===== src/hw/rtl/sha256_message_digest_core_defines.svh =====
// Assertion macros for the SHA-256 core RTL, used by sha_ctrl.
// Depends on a clk and an arst_n signal in the module that expands them.
`ifndef SHA256_MESSAGE_DIGEST_CORE_DEFINES_SVH
`define SHA256_MESSAGE_DIGEST_CORE_DEFINES_SVH

// Checks a property on every rising clock edge outside reset.
`define SHA_ASSERT(lbl, prop, msg) \
	lbl: assert property (@(posedge clk) disable iff (!arst_n) prop) else $error(msg);

// Checks that a condition implies a consequence in the next cycle.
`define SHA_ASSERT_NEXT(lbl, cond, cons, msg) \
	lbl: assert property (@(posedge clk) disable iff (!arst_n) (cond) |=> (cons)) \
		else $error(msg);

`endif


===== src/hw/rtl/sha_pkg.sv =====
// Types, constants and helper functions for the SHA-256 core.
// Used by the controller, the datapath and the top level.
package sha_pkg;

	typedef struct packed {
		logic [7:0] data_byte;
		logic       byte_present;
		logic       end_of_message;
	} sha_in_t;

	typedef struct packed {
		logic [31:0] digest_word;
		logic [2:0]  word_index;
		logic        last_word;
		logic        length_error;
	} sha_out_t;

	typedef enum logic [1:0] {
		SRC_IN,
		SRC_PAD,
		SRC_ZERO,
		SRC_LEN
	} sha_src_t;

	typedef struct packed {
		logic       insert;
		sha_src_t   src;
		logic [2:0] len_idx;
		logic       count;
		logic       round;
		logic [5:0] rnd;
		logic       hash_add;
		logic       restart;
		logic [2:0] out_idx;
	} sha_cmd_t;

	typedef struct packed {
		logic fill_last;
		logic fill56;
		logic ovf;
	} sha_status_t;

	localparam logic [7:0] PAD_BYTE = 8'h80;
	localparam logic [5:0] FILL_LEN_POS = 6'd56;

	localparam logic [31:0] H0 [8] = '{
		32'h6a09e667, 32'hbb67ae85, 32'h3c6ef372, 32'ha54ff53a,
		32'h510e527f, 32'h9b05688c, 32'h1f83d9ab, 32'h5be0cd19};

	localparam logic [31:0] ROUND_K [64] = '{
		32'h428a2f98, 32'h71374491, 32'hb5c0fbcf, 32'he9b5dba5,
		32'h3956c25b, 32'h59f111f1, 32'h923f82a4, 32'hab1c5ed5,
		32'hd807aa98, 32'h12835b01, 32'h243185be, 32'h550c7dc3,
		32'h72be5d74, 32'h80deb1fe, 32'h9bdc06a7, 32'hc19bf174,
		32'he49b69c1, 32'hefbe4786, 32'h0fc19dc6, 32'h240ca1cc,
		32'h2de92c6f, 32'h4a7484aa, 32'h5cb0a9dc, 32'h76f988da,
		32'h983e5152, 32'ha831c66d, 32'hb00327c8, 32'hbf597fc7,
		32'hc6e00bf3, 32'hd5a79147, 32'h06ca6351, 32'h14292967,
		32'h27b70a85, 32'h2e1b2138, 32'h4d2c6dfc, 32'h53380d13,
		32'h650a7354, 32'h766a0abb, 32'h81c2c92e, 32'h92722c85,
		32'ha2bfe8a1, 32'ha81a664b, 32'hc24b8b70, 32'hc76c51a3,
		32'hd192e819, 32'hd6990624, 32'hf40e3585, 32'h106aa070,
		32'h19a4c116, 32'h1e376c08, 32'h2748774c, 32'h34b0bcb5,
		32'h391c0cb3, 32'h4ed8aa4a, 32'h5b9cca4f, 32'h682e6ff3,
		32'h748f82ee, 32'h78a5636f, 32'h84c87814, 32'h8cc70208,
		32'h90befffa, 32'ha4506ceb, 32'hbef9a3f7, 32'hc67178f2};

	function automatic logic [31:0] bsig0(input logic [31:0] x);
		return {x[1:0], x[31:2]} ^ {x[12:0], x[31:13]} ^ {x[21:0], x[31:22]};
	endfunction

	function automatic logic [31:0] bsig1(input logic [31:0] x);
		return {x[5:0], x[31:6]} ^ {x[10:0], x[31:11]} ^ {x[24:0], x[31:25]};
	endfunction

	function automatic logic [31:0] ssig0(input logic [31:0] x);
		return {x[6:0], x[31:7]} ^ {x[17:0], x[31:18]} ^ {3'b000, x[31:3]};
	endfunction

	function automatic logic [31:0] ssig1(input logic [31:0] x);
		return {x[16:0], x[31:17]} ^ {x[18:0], x[31:19]} ^ {10'd0, x[31:10]};
	endfunction

endpackage


===== src/hw/rtl/sha256_message_digest_core.sv =====
// Top level of the SHA-256 message digest core.
// Joins sha_ctrl and sha_dpath; depends on sha_pkg.
//
//   channel  | valid     | stall     | payload
//   ---------+-----------+-----------+---------------------------
//   message  | msg_valid | msg_stall | msg (data byte, present, end)
//   digest   | dig_valid | dig_stall | dig (word, index, last, error)
//
// A message byte is taken while the core is idle. The 64th byte of a block
// starts the compression: the rounds in S_ROUND, then the hash update.
// An end item adds 9 to 72 pad bytes and one or two compressions, then eight
// digest transfers (a length error: no pad, one transfer); msg_stall stays high.
// Reset loads the initial hash and clears the length and fill counts.
module sha256_message_digest_core
	import sha_pkg::*;
(
	input  logic     clk,
	input  logic     arst_n,
	input  logic     msg_valid,
	output logic     msg_stall,
	input  sha_in_t  msg,
	output logic     dig_valid,
	input  logic     dig_stall,
	output sha_out_t dig
);

	sha_cmd_t    cmd;
	sha_status_t status;
	logic [31:0] hash_word;
	logic [2:0]  word_index;
	logic        last_word;

	sha_ctrl u_ctrl (
		.clk            (clk),
		.arst_n         (arst_n),
		.msg_valid      (msg_valid),
		.msg_stall      (msg_stall),
		.byte_present   (msg.byte_present),
		.end_of_message (msg.end_of_message),
		.dig_valid      (dig_valid),
		.dig_stall      (dig_stall),
		.word_index     (word_index),
		.last_word      (last_word),
		.cmd            (cmd),
		.status         (status)
	);

	sha_dpath u_dpath (
		.clk       (clk),
		.arst_n    (arst_n),
		.data_byte (msg.data_byte),
		.cmd       (cmd),
		.status    (status),
		.hash_word (hash_word)
	);

	assign dig.digest_word  = status.ovf ? 32'd0 : hash_word;
	assign dig.word_index   = word_index;
	assign dig.last_word    = last_word;
	assign dig.length_error = status.ovf;

endmodule


===== src/hw/rtl/sha_dpath.sv =====
// Datapath of the SHA-256 core: block shift line, length counter,
// message schedule, round logic and hash words. Depends on sha_pkg.
module sha_dpath
	import sha_pkg::*;
(
	input  logic        clk,
	input  logic        arst_n,
	input  logic [7:0]  data_byte,
	input  sha_cmd_t    cmd,
	output sha_status_t status,
	output logic [31:0] hash_word
);

	logic [5:0]   fill_q;
	logic [60:0]  len_q;
	logic         ovf_q;
	logic [511:0] blk_q;
	logic [31:0]  w_q [16];
	logic [31:0]  v_q [8];
	logic [31:0]  hash_q [8];

	logic [63:0]  len_bits;
	logic [7:0]   len_byte;
	logic [7:0]   ins_byte;
	logic [511:0] blk_next;
	logic [31:0]  w_new;
	logic [31:0]  t1;
	logic [31:0]  t2;

	always_comb begin
		len_bits = {len_q, 3'b000};
		len_byte = 8'(len_bits >> {3'd7 - cmd.len_idx, 3'b000});
		case (cmd.src)
			SRC_IN:   ins_byte = data_byte;
			SRC_PAD:  ins_byte = PAD_BYTE;
			SRC_ZERO: ins_byte = 8'h00;
			SRC_LEN:  ins_byte = len_byte;
			default:  ins_byte = 8'h00;
		endcase
		blk_next = {blk_q[503:0], ins_byte};
		w_new = ssig1(w_q[14]) + w_q[9] + ssig0(w_q[1]) + w_q[0];
		t1 = v_q[7] + bsig1(v_q[4]) + ((v_q[4] & v_q[5]) ^ (~v_q[4] & v_q[6]))
			+ ROUND_K[cmd.rnd] + w_q[0];
		t2 = bsig0(v_q[0]) + ((v_q[0] & v_q[1]) ^ (v_q[0] & v_q[2]) ^ (v_q[1] & v_q[2]));
	end

	always_ff @(posedge clk or negedge arst_n) begin
		if (!arst_n) begin
			fill_q <= '0;
			len_q  <= '0;
			ovf_q  <= 1'b0;
			hash_q <= H0;
		end else if (cmd.restart) begin
			fill_q <= '0;
			len_q  <= '0;
			ovf_q  <= 1'b0;
			hash_q <= H0;
		end else begin
			if (cmd.insert) begin
				fill_q <= fill_q + 6'd1;
			end
			if (cmd.count) begin
				if (len_q == '1) begin
					ovf_q <= 1'b1;
				end else begin
					len_q <= len_q + 61'd1;
				end
			end
			if (cmd.hash_add) begin
				for (int i = 0; i < 8; i++) begin
					hash_q[i] <= hash_q[i] + v_q[i];
				end
			end
		end
	end

	always_ff @(posedge clk) begin
		if (cmd.insert) begin
			blk_q <= blk_next;
			if (fill_q == '1) begin
				for (int i = 0; i < 16; i++) begin
					w_q[i] <= blk_next[511 - 32 * i -: 32];
				end
				v_q <= hash_q;
			end
		end else if (cmd.round) begin
			for (int i = 0; i < 15; i++) begin
				w_q[i] <= w_q[i + 1];
			end
			w_q[15] <= w_new;
			v_q[7] <= v_q[6];
			v_q[6] <= v_q[5];
			v_q[5] <= v_q[4];
			v_q[4] <= v_q[3] + t1;
			v_q[3] <= v_q[2];
			v_q[2] <= v_q[1];
			v_q[1] <= v_q[0];
			v_q[0] <= t1 + t2;
		end
	end

	assign status.fill_last = (fill_q == '1);
	assign status.fill56    = (fill_q == FILL_LEN_POS);
	assign status.ovf       = ovf_q;
	assign hash_word        = hash_q[cmd.out_idx];

endmodule


===== src/hw/rtl/sha_ctrl.sv =====
// Controller of the SHA-256 core: byte intake, round sequencing,
// padding and digest output. Depends on sha_pkg and the defines header.
`include "sha256_message_digest_core_defines.svh"

module sha_ctrl
	import sha_pkg::*;
(
	input  logic        clk,
	input  logic        arst_n,
	input  logic        msg_valid,
	output logic        msg_stall,
	input  logic        byte_present,
	input  logic        end_of_message,
	output logic        dig_valid,
	input  logic        dig_stall,
	output logic [2:0]  word_index,
	output logic        last_word,
	output sha_cmd_t    cmd,
	input  sha_status_t status
);

	typedef enum logic [4:0] {
		S_IDLE  = 5'b00001,
		S_ROUND = 5'b00010,
		S_FINAL = 5'b00100,
		S_PAD   = 5'b01000,
		S_OUT   = 5'b10000
	} state_t;

	state_t     state_q;
	state_t     state_d;
	logic [5:0] rnd_q;
	logic       end_q;
	logic       sent80_q;
	logic [3:0] len_cnt_q;
	logic [2:0] widx_q;
	logic       out_xfer;

	assign msg_stall  = (state_q != S_IDLE);
	assign dig_valid  = (state_q == S_OUT);
	assign out_xfer   = dig_valid && !dig_stall;
	assign word_index = status.ovf ? 3'd0 : widx_q;
	assign last_word  = status.ovf || (widx_q == 3'd7);

	always_comb begin
		state_d = state_q;
		cmd = '0;
		cmd.src = SRC_IN;
		cmd.len_idx = len_cnt_q[2:0];
		cmd.rnd = rnd_q;
		cmd.out_idx = widx_q;
		unique case (state_q)
			S_IDLE: begin
				if (msg_valid) begin
					if (byte_present) begin
						cmd.insert = 1'b1;
						cmd.count = 1'b1;
					end
					if (byte_present && status.fill_last) begin
						state_d = S_ROUND;
					end else if (end_of_message) begin
						state_d = S_PAD;
					end
				end
			end
			S_ROUND: begin
				cmd.round = 1'b1;
				if (rnd_q == '1) begin
					state_d = S_FINAL;
				end
			end
			S_FINAL: begin
				cmd.hash_add = 1'b1;
				if (!end_q) begin
					state_d = S_IDLE;
				end else if (len_cnt_q[3]) begin
					state_d = S_OUT;
				end else begin
					state_d = S_PAD;
				end
			end
			S_PAD: begin
				if (!sent80_q && status.ovf) begin
					state_d = S_OUT;
				end else begin
					cmd.insert = 1'b1;
					if (!sent80_q) begin
						cmd.src = SRC_PAD;
					end else if (len_cnt_q == 4'd0 && !status.fill56) begin
						cmd.src = SRC_ZERO;
					end else begin
						cmd.src = SRC_LEN;
					end
					if (status.fill_last) begin
						state_d = S_ROUND;
					end
				end
			end
			S_OUT: begin
				if (out_xfer && last_word) begin
					cmd.restart = 1'b1;
					state_d = S_IDLE;
				end
			end
			default: state_d = S_IDLE;
		endcase
	end

	always_ff @(posedge clk or negedge arst_n) begin
		if (!arst_n) begin
			state_q   <= S_IDLE;
			rnd_q     <= '0;
			end_q     <= 1'b0;
			sent80_q  <= 1'b0;
			len_cnt_q <= '0;
			widx_q    <= '0;
		end else begin
			state_q <= state_d;
			if (cmd.round) begin
				rnd_q <= rnd_q + 6'd1;
			end
			if (state_q == S_IDLE && msg_valid && end_of_message) begin
				end_q <= 1'b1;
			end
			if (cmd.insert && cmd.src == SRC_PAD) begin
				sent80_q <= 1'b1;
			end
			if (cmd.insert && cmd.src == SRC_LEN) begin
				len_cnt_q <= len_cnt_q + 4'd1;
			end
			if (out_xfer) begin
				widx_q <= widx_q + 3'd1;
			end
			if (cmd.restart) begin
				end_q     <= 1'b0;
				sent80_q  <= 1'b0;
				len_cnt_q <= '0;
				widx_q    <= '0;
			end
		end
	end

	`SHA_ASSERT_NEXT(a_round_end, state_q == S_ROUND && rnd_q == '1, state_q == S_FINAL,
		"last round not followed by hash update")
	`SHA_ASSERT(a_pad_has_end, state_q == S_PAD |-> end_q, "padding without end of message")
	`SHA_ASSERT_NEXT(a_last_to_idle, out_xfer && last_word, state_q == S_IDLE && widx_q == 3'd0,
		"final digest transfer did not restart")

endmodule


===== config.mk =====
export PLATFORM = sky130hd
export DESIGN_NAME = sha256_message_digest_core
export DESIGN_NICKNAME = d
export VERILOG_FILES = /design/src/hw/rtl/sha_pkg.sv /design/src/hw/rtl/sha256_message_digest_core.sv /design/src/hw/rtl/sha_dpath.sv /design/src/hw/rtl/sha_ctrl.sv
export VERILOG_INCLUDE_DIRS = /design/src /design/src/hw/rtl
export SDC_FILE = /design/constraint.sdc
export NUM_CORES = 2
export LEC_CHECK = 0
export BUFFER_PORTS_ARGS = -buffer_cell sky130_fd_sc_hd__buf_2
export CAP_MARGIN = 20
export CORE_MARGIN = 2
export CORE_UTILIZATION = 65
export DETAILED_ROUTE_END_ITERATION = 12
export MAX_ROUTING_LAYER = met4
export PLACE_DENSITY = 0.84
export SLEW_MARGIN = 30
export SYNTH_ARGS = -nofsm -noshare
export SYNTH_HDL_FRONTEND = slang
export SYNTH_SLANG_ARGS = --single-unit

===== constraint.sdc =====
create_clock -name clk -period 22.8 [get_ports clk]
set_input_delay 2.28 -clock clk [delete_from_list [all_inputs] [get_ports clk]]
set_output_delay 2.28 -clock clk [all_outputs]
set_load 0.05 [all_outputs]

* After elaboration in Yosys (flattened, before gate mapping)
Memories as Yosys holds them, arrays and structs flattened.
Index checks and enable logic that the tools add are counted.
** Operators by class
- Add/sub/neg operators :: 24
- Multiply operators :: 0
- Divide/modulo/power cells :: 0
- $lt $le $gt $ge :: 2
- Equal/unequal tests :: 21
- Shift operators :: 1
- Mux-type cells :: 73
- Bitwise logic cells :: 35
- Reductions and logical operators :: 28
** Operators with widths (count)
- 256-bit 2-to-1 mux :: 5
- 32-bit 2-to-1 mux :: 21
- 32-bit adder :: 18
- 32-bit XOR :: 9
- 61-bit 2-to-1 mux :: 3
- 32-bit AND :: 5
- 32-bit binary-select mux with 3-bit select :: 1
- 64-bit by 6-bit >> shifter with 8-bit output :: 1
- 61-bit by 1-bit adder with 61-bit output (second input constant) :: 1
- 61-bit == test (second input constant) :: 1
- 5-bit 2-to-1 mux :: 9
- 32-bit inverter :: 1
- 8-bit one-hot mux with 4 select lines :: 1
- 32-bit by 22-bit XOR with 32-bit output :: 1
- 32-bit by 29-bit XOR with 32-bit output :: 1
- 5-bit one-hot mux with 5 select lines :: 1
- 1-bit 2-to-1 mux :: 21
- 6-bit == test (second input constant) :: 3
- 2-bit nonzero test :: 9
- 1-bit OR :: 16
- 6-bit by 1-bit adder with 6-bit output (second input constant) :: 2
- 3-bit 2-to-1 mux :: 4
- 6-bit 2-to-1 mux :: 2
- 1-bit logical AND :: 9
- 29 further kinds :: 39
** Storage, ports and cells
- Register bits :: 1104
- Bits in latches :: 0
- Bits in writable memories :: 512
- Bits in read-only memories :: 2048
- Input bits :: 14
- Output and inout bits :: 39
- Word-level logic and storage cells :: 212
- Memories :: 2
** Memories
- (no name shown) :: depth 64, bits a word 32, read ports 1, clocked after Yosys merged registers in 0, write ports 0, line sha_dpath.sv:43 : + ROUND_K[cmd.rnd] + w_q[0];
- u_dpath.w_q :: depth 16, bits a word 32, read ports 16, clocked after Yosys merged registers in 0, write ports 16, line sha_dpath.sv:18 : logic [31:0] w_q [16];

* Depth between registers and ports, before layout
- Depth in word-level cells :: 11
- Mapped depth :: 40
- Mapped depth without buffers :: 38

* Cells and area by module
A second synthesis with hierarchy kept.
** Second synthesis, totals
- Cells, all modules :: 7888
- Area total of the unflattened synthesis :: 92226.0 sq um
** Modules (own cells, without submodules)
- sha_dpath :: instances 1, cells each 7734, area an instance 90855.9 sq um, sequential area each 46474.6 sq um
- sha_ctrl :: instances 1, cells each 118, area an instance 1139.8 sq um, sequential area each 501.7 sq um
- sha256_message_digest_core :: instances 1, cells each 36, area an instance 230.2 sq um, sequential area each 0.0 sq um

* Worst setup path before layout
No wires, ideal clock.
- Path kind :: in2reg
- From :: input msg_valid
- To :: register u_dpath.v_q[0] in the netlist's numbering (enable)
- Setup time :: 5.315 ns
- Data arrival time :: 15.816 ns
- Required time :: 17.485 ns
- Setup slack :: 1.669 ns
- Stages :: 7
- Path buffers :: 3
- Path through :: nand3_1 > nand2_1 > clkbuf_1 > nand2_1 > clkbuf_1 > clkbuf_1 > nand2_1
** On the way
- Cells in the longest elaborated chain, start to end :: 4
- Elaborated cells on any way between the ends :: 5
- Those cells by class :: eq/ne (1); mux (2); reduce/logical (2)
** Ends and longest elaborated chain
- start: declaration :: line sha256_message_digest_core.sv:19 : input logic msg_valid,
- 1-bit 2-to-1 mux (*) :: line sha_ctrl.sv:54 : if (msg_valid) begin
- 1-bit one-hot mux with 2 select lines (*) :: line sha_ctrl.sv:52 : unique case (state_q)
- 2-bit != test (no source line) or 2-bit nonzero test (tied branches)
- 2-bit AND reduction (no source line) (*)
- end signal: assignment :: line sha_dpath.sv:84 : v_q <= hash_q;
- end: declaration :: line sha_dpath.sv:19 : logic [31:0] v_q [8];
Mark *: on every way between the ends. The rest lies on a longest branch, timed or not.
A chain may end at the register's enable or synchronous reset.

* Worst setup path in the final report
- From :: register u_ctrl.rnd_q[0]
- To :: register u_dpath.v_q[127] in the netlist's numbering, data pin
** On the way
- Cells in the longest elaborated chain, start to end :: 9
** Ends and longest elaborated chain
- start: declaration :: line sha_ctrl.sv:32 : logic [5:0] rnd_q;
- start signal: assignment :: line sha_ctrl.sv:120 : rnd_q <= rnd_q + 6'd1;
- 6-bit inverter with 7-bit output (not written as such) :: line sha_dpath.sv:43
- memory read 64 x 32 bit
- 32-bit 2-to-1 mux (not written as such) (2 in series) :: line sha_dpath.sv:43
- 32-bit adder (2 in series) :: line sha_dpath.sv:43
- 32-bit adder :: line sha_dpath.sv:94 : v_q[4] <= v_q[3] + t1;
- 256-bit 2-to-1 mux :: line sha_dpath.sv:86 : end else if (cmd.round) begin
- 256-bit 2-to-1 mux :: line sha_dpath.sv:78 : if (cmd.insert) begin
Every way passes these cells. The select of a mux whose other input is x is not followed.

==> summary.txt <==
Routing
  – # DRC: 0
  – 1st-pass router iterations: 10
  – Drt wl/cell: 27.4 um
  – Iteration-0 DRC Markers: just over 7000
  – Final ANT Viol Nets: 0
  – Aggregate routed wire length: ~280000 um
  – Via count: 65700
  – Via-to-Cell Ratio: 6.49

STA
  – Slew Limit Fails: 0
  – Final Hold Fails: 0
  – Max Fclk: 0.0973 GHz
  – Worst Tran Pin Value: 1030 ps
  – Relative slew slack: 31.1%
  – Worst Hold Margin: a little under 400 ps
  – Unrepaired setup endpoints after global routing: no
  – Final period util: 45.1%
  – Final setup TNS: 0 ps
  – Final setup vio count: 0
  – Minimum clock period: 10280 ps
  – Clk_skew: 85.8 ps

Place
  – Buffers on Ports: 52
  – Placed cells: 9808
  – Gpl congestion: 1.07
  – Detailed placement HPWL: 196000 um

Setup path
  – Critical-path cell with the highest stage delay: ha_1
  – CP startpoint: u_ctrl.rnd_q[0]
  – Worst Path Max Fanout: 18
  – Crit end category: register
  – FF-to-FF Start: u_ctrl.rnd_q[0]
  – Max incr delay on CP: 760 ps
  – CP Data Arrival Time: 10790 ps
  – WS Path Type: reg -> reg
  – Req. time, crit path: 23310 ps
  – Most frequent CP cell: a21oi_1
  – Startpoint Class: register

Floorplanning
  – Die X: about 380 um
  – Die area: 142000 sq um
  – Core area: 138000 sq um
  – Initial Util: around 66%
  – Die height: around 380 um
  – Top Ports: 53
  – Row cnt: 136

GRT
  – Largest net degree at the start of global routing: approximately 220
  – First-pass GRT wire length: 408000 um
  – Vias in the first global route: 64200
  – Total track usage: about two fifths
  – Initial antenna violation count: 4
  – GRT overflow: 0

Run
  – Max Cap Violations: 0

Hold path
  – Worst hold path type: reg -> reg
  – Hold path startpoint: u_dpath.blk_q[16]

Layout
  – Post-route insts no fill: around 10000
  – Multi-input logic area: a little over 40000 sq um
  – FF/Latch Area: between 40000 and 50000 sq um
  – FILL cells: 9458
  – Commonest non-fill, non-tap cell in the layout: nand2_1
  – Layout cells sized above 1: between 10% and 20%
  – Fin nets: slightly below 9000
  – Layout area overhead: 8.03%
  – Most frequent cells in the layout: 1834 x nand2_1, 1272 x edfxtp_1, 452 x a21oi_1, 437 x nor2_1, 419 x o21ai_0

CTS
  – Clock net sink count: 1616
  – CTS clk-pin slew, worst paths: 60 ps
  – CTS Buf Count: 164
  – Bufs on Longest Clock Path: 3
  – Root buffer cell: clkbuf_16
  – Post-CTS Resized: 0
  – Clock latency on the worst-skew pair: around 850 ps
  – CTS tree: built
  – CTS H-tree lvls: 4
  – Post-CTS Hold Buffers: 0
  – Setup bufs post-CTS: 0

Synthesis
  – Sequential share of the synthesized area: 51.9%
  – Yosys top cell area share: 42.2%
  – Top post-synthesis cells by area: edfxtp_1 42%, nand2_1 7.6%, dfrtp_1 5.7%
  – Syn Area/Cell: 10.9 sq um
  – Number of flops mapped to enable cells by yosys: 1272
  – Dominant synthesized flop cell: edfxtp_1
  – Syn Inst Count: just over 8000
  – Post-synth top area cell: edfxtp_1
  – Yosys cell types: 101
  – Syn nets: 8885
  – Synth warn: 0
  – Mapped cell area: between 90000 and 100000 sq um
  – Post-synth ARST share: between 20% and 30%
  – FF+latch count, synth: ~1600

Outcome
  – Status: finished, final reports clean
## area by class of cell
| cell class | count | share of cell area [%] |
|---|---|---|
| Antenna cell | 3 | 0.00767 |
| Sequential cell | 1616 | 48.0 |
| Timing Repair Buffer | 120 | 0.993 |
| Tap cell | 1794 | 2.29 |
| Clock buffer | 207 | 4.42 |
| Inverter | 323 | 1.24 |
| Clock inverter | 96 | 1.08 |
| Multi-Input combinational cell | 5958 | 41.9 |
## cells by family (layout without fill, tap and decap cells)
| logic type | Yosys count | after routing | synth area share (%) |
|---|---|---|---|
| xor gates and xnor gates | 641 | 641 | 6.20 |
| adders and majority gates | 618 | 618 | 10.1 |
| muxes | 358 | 358 | 5.44 |
| DFF | 1616 | 1616 | 51.9 |
| and+or+nand+nor | 2816 | 2816 | 13.0 |
| AOI/OAI and AO/OA | 1525 | 1525 | 10.4 |
| buffers and inverters | 703 | 746 | 2.95 |
| other | 0 | 3 | 0 |
## per-stage QoR
step | worst slack, ps | cell area [sq um] | utilization [%]
global placement | 12780 | 92300 | 67.0
detailed placement | 12760 | 92300 | 67.0
floorplan | 1670 | 90600 | -
finish | 12520 | 97800 | 71.0
CTS | 12710 | 97700 | 70.9
global route | 12020 | 97800 | 71.0
## Yosys cell counts (45+ instances only)
| cell type | number |
|---|---|
| inv_1 | 321 |
| edfxtp_1 | 1272 |
| nor2_1 | 439 |
| a31oi_1 | 45 |
| nor2b_1 | 48 |
| a21oi_1 | 453 |
| clkbuf_1 | 332 |
| xor2_1 | 255 |
| ha_1 | 399 |
| nand3_1 | 127 |
| xnor2_1 | 386 |
| mux4_2 | 87 |
| mux2i_1 | 68 |
| nand2b_1 | 67 |
| o21bai_1 | 48 |
| a21o_1 | 185 |
| dfrtp_1 | 207 |
| nor3_1 | 87 |
| mux2_2 | 203 |
| nand2_1 | 1838 |
| fa_1 | 195 |
| dfstp_2 | 137 |
| o21a_1 | 58 |
| o21ai_0 | 422 |
## state kept, by name (all words and copies together), names as in the netlist
name,count
u_dpath.w_q,512
u_dpath.fill_q,6
u_ctrl.sent80_q,1
u_ctrl.rnd_q,6
u_ctrl.state_q,5
u_dpath.len_q,61
u_ctrl.widx_q,3
u_dpath.hash_q,256
u_dpath.blk_q,504
u_dpath.v_q,256
u_dpath.ovf_q,1
u_ctrl.end_q,1
u_ctrl.len_cnt_q,4
## per-layer routing
layer / vias up / global-route usage [%] / wire length (um) / share of wire [%]
met4: 0 / 23.9 / 19900 / 7.2
met3: 835 / 7.52 / 24000 / 8.6
met1: 32500 / 49.8 / 104000 / 38
met2: 3329 / 61.5 / 129000 / 46
met5: - / - / 0 / 0
li1: 29000 / - / - / -
## critical path, delay by kind of cell, from the launching register on
kind,cells,cell delay [ps]
compound gates,18,3500
fa+ha+maj,6,2940
simple gates,4,820
flops,1,750
xor+xnor,3,740
buf+inv,4,680
mux,1,540
## worst paths after layout
kind	cells after the start	to	slack (ps)
max in group asynchronous	4	u_dpath.hash_q[200]	18440
setup reg to reg	36	u_dpath.v_q[127]	12520
hold reg to reg	0	u_dpath.blk_q[24]	390
hold / removal	0	u_dpath.blk_q[24]	390
min in group asynchronous	1	u_dpath.hash_q[29]	1500
setup / recovery	36	u_dpath.v_q[127]	12520
Power is not shown: default switching activity piles up to over one toggle a cycle in this logic, so the estimate is an artifact.
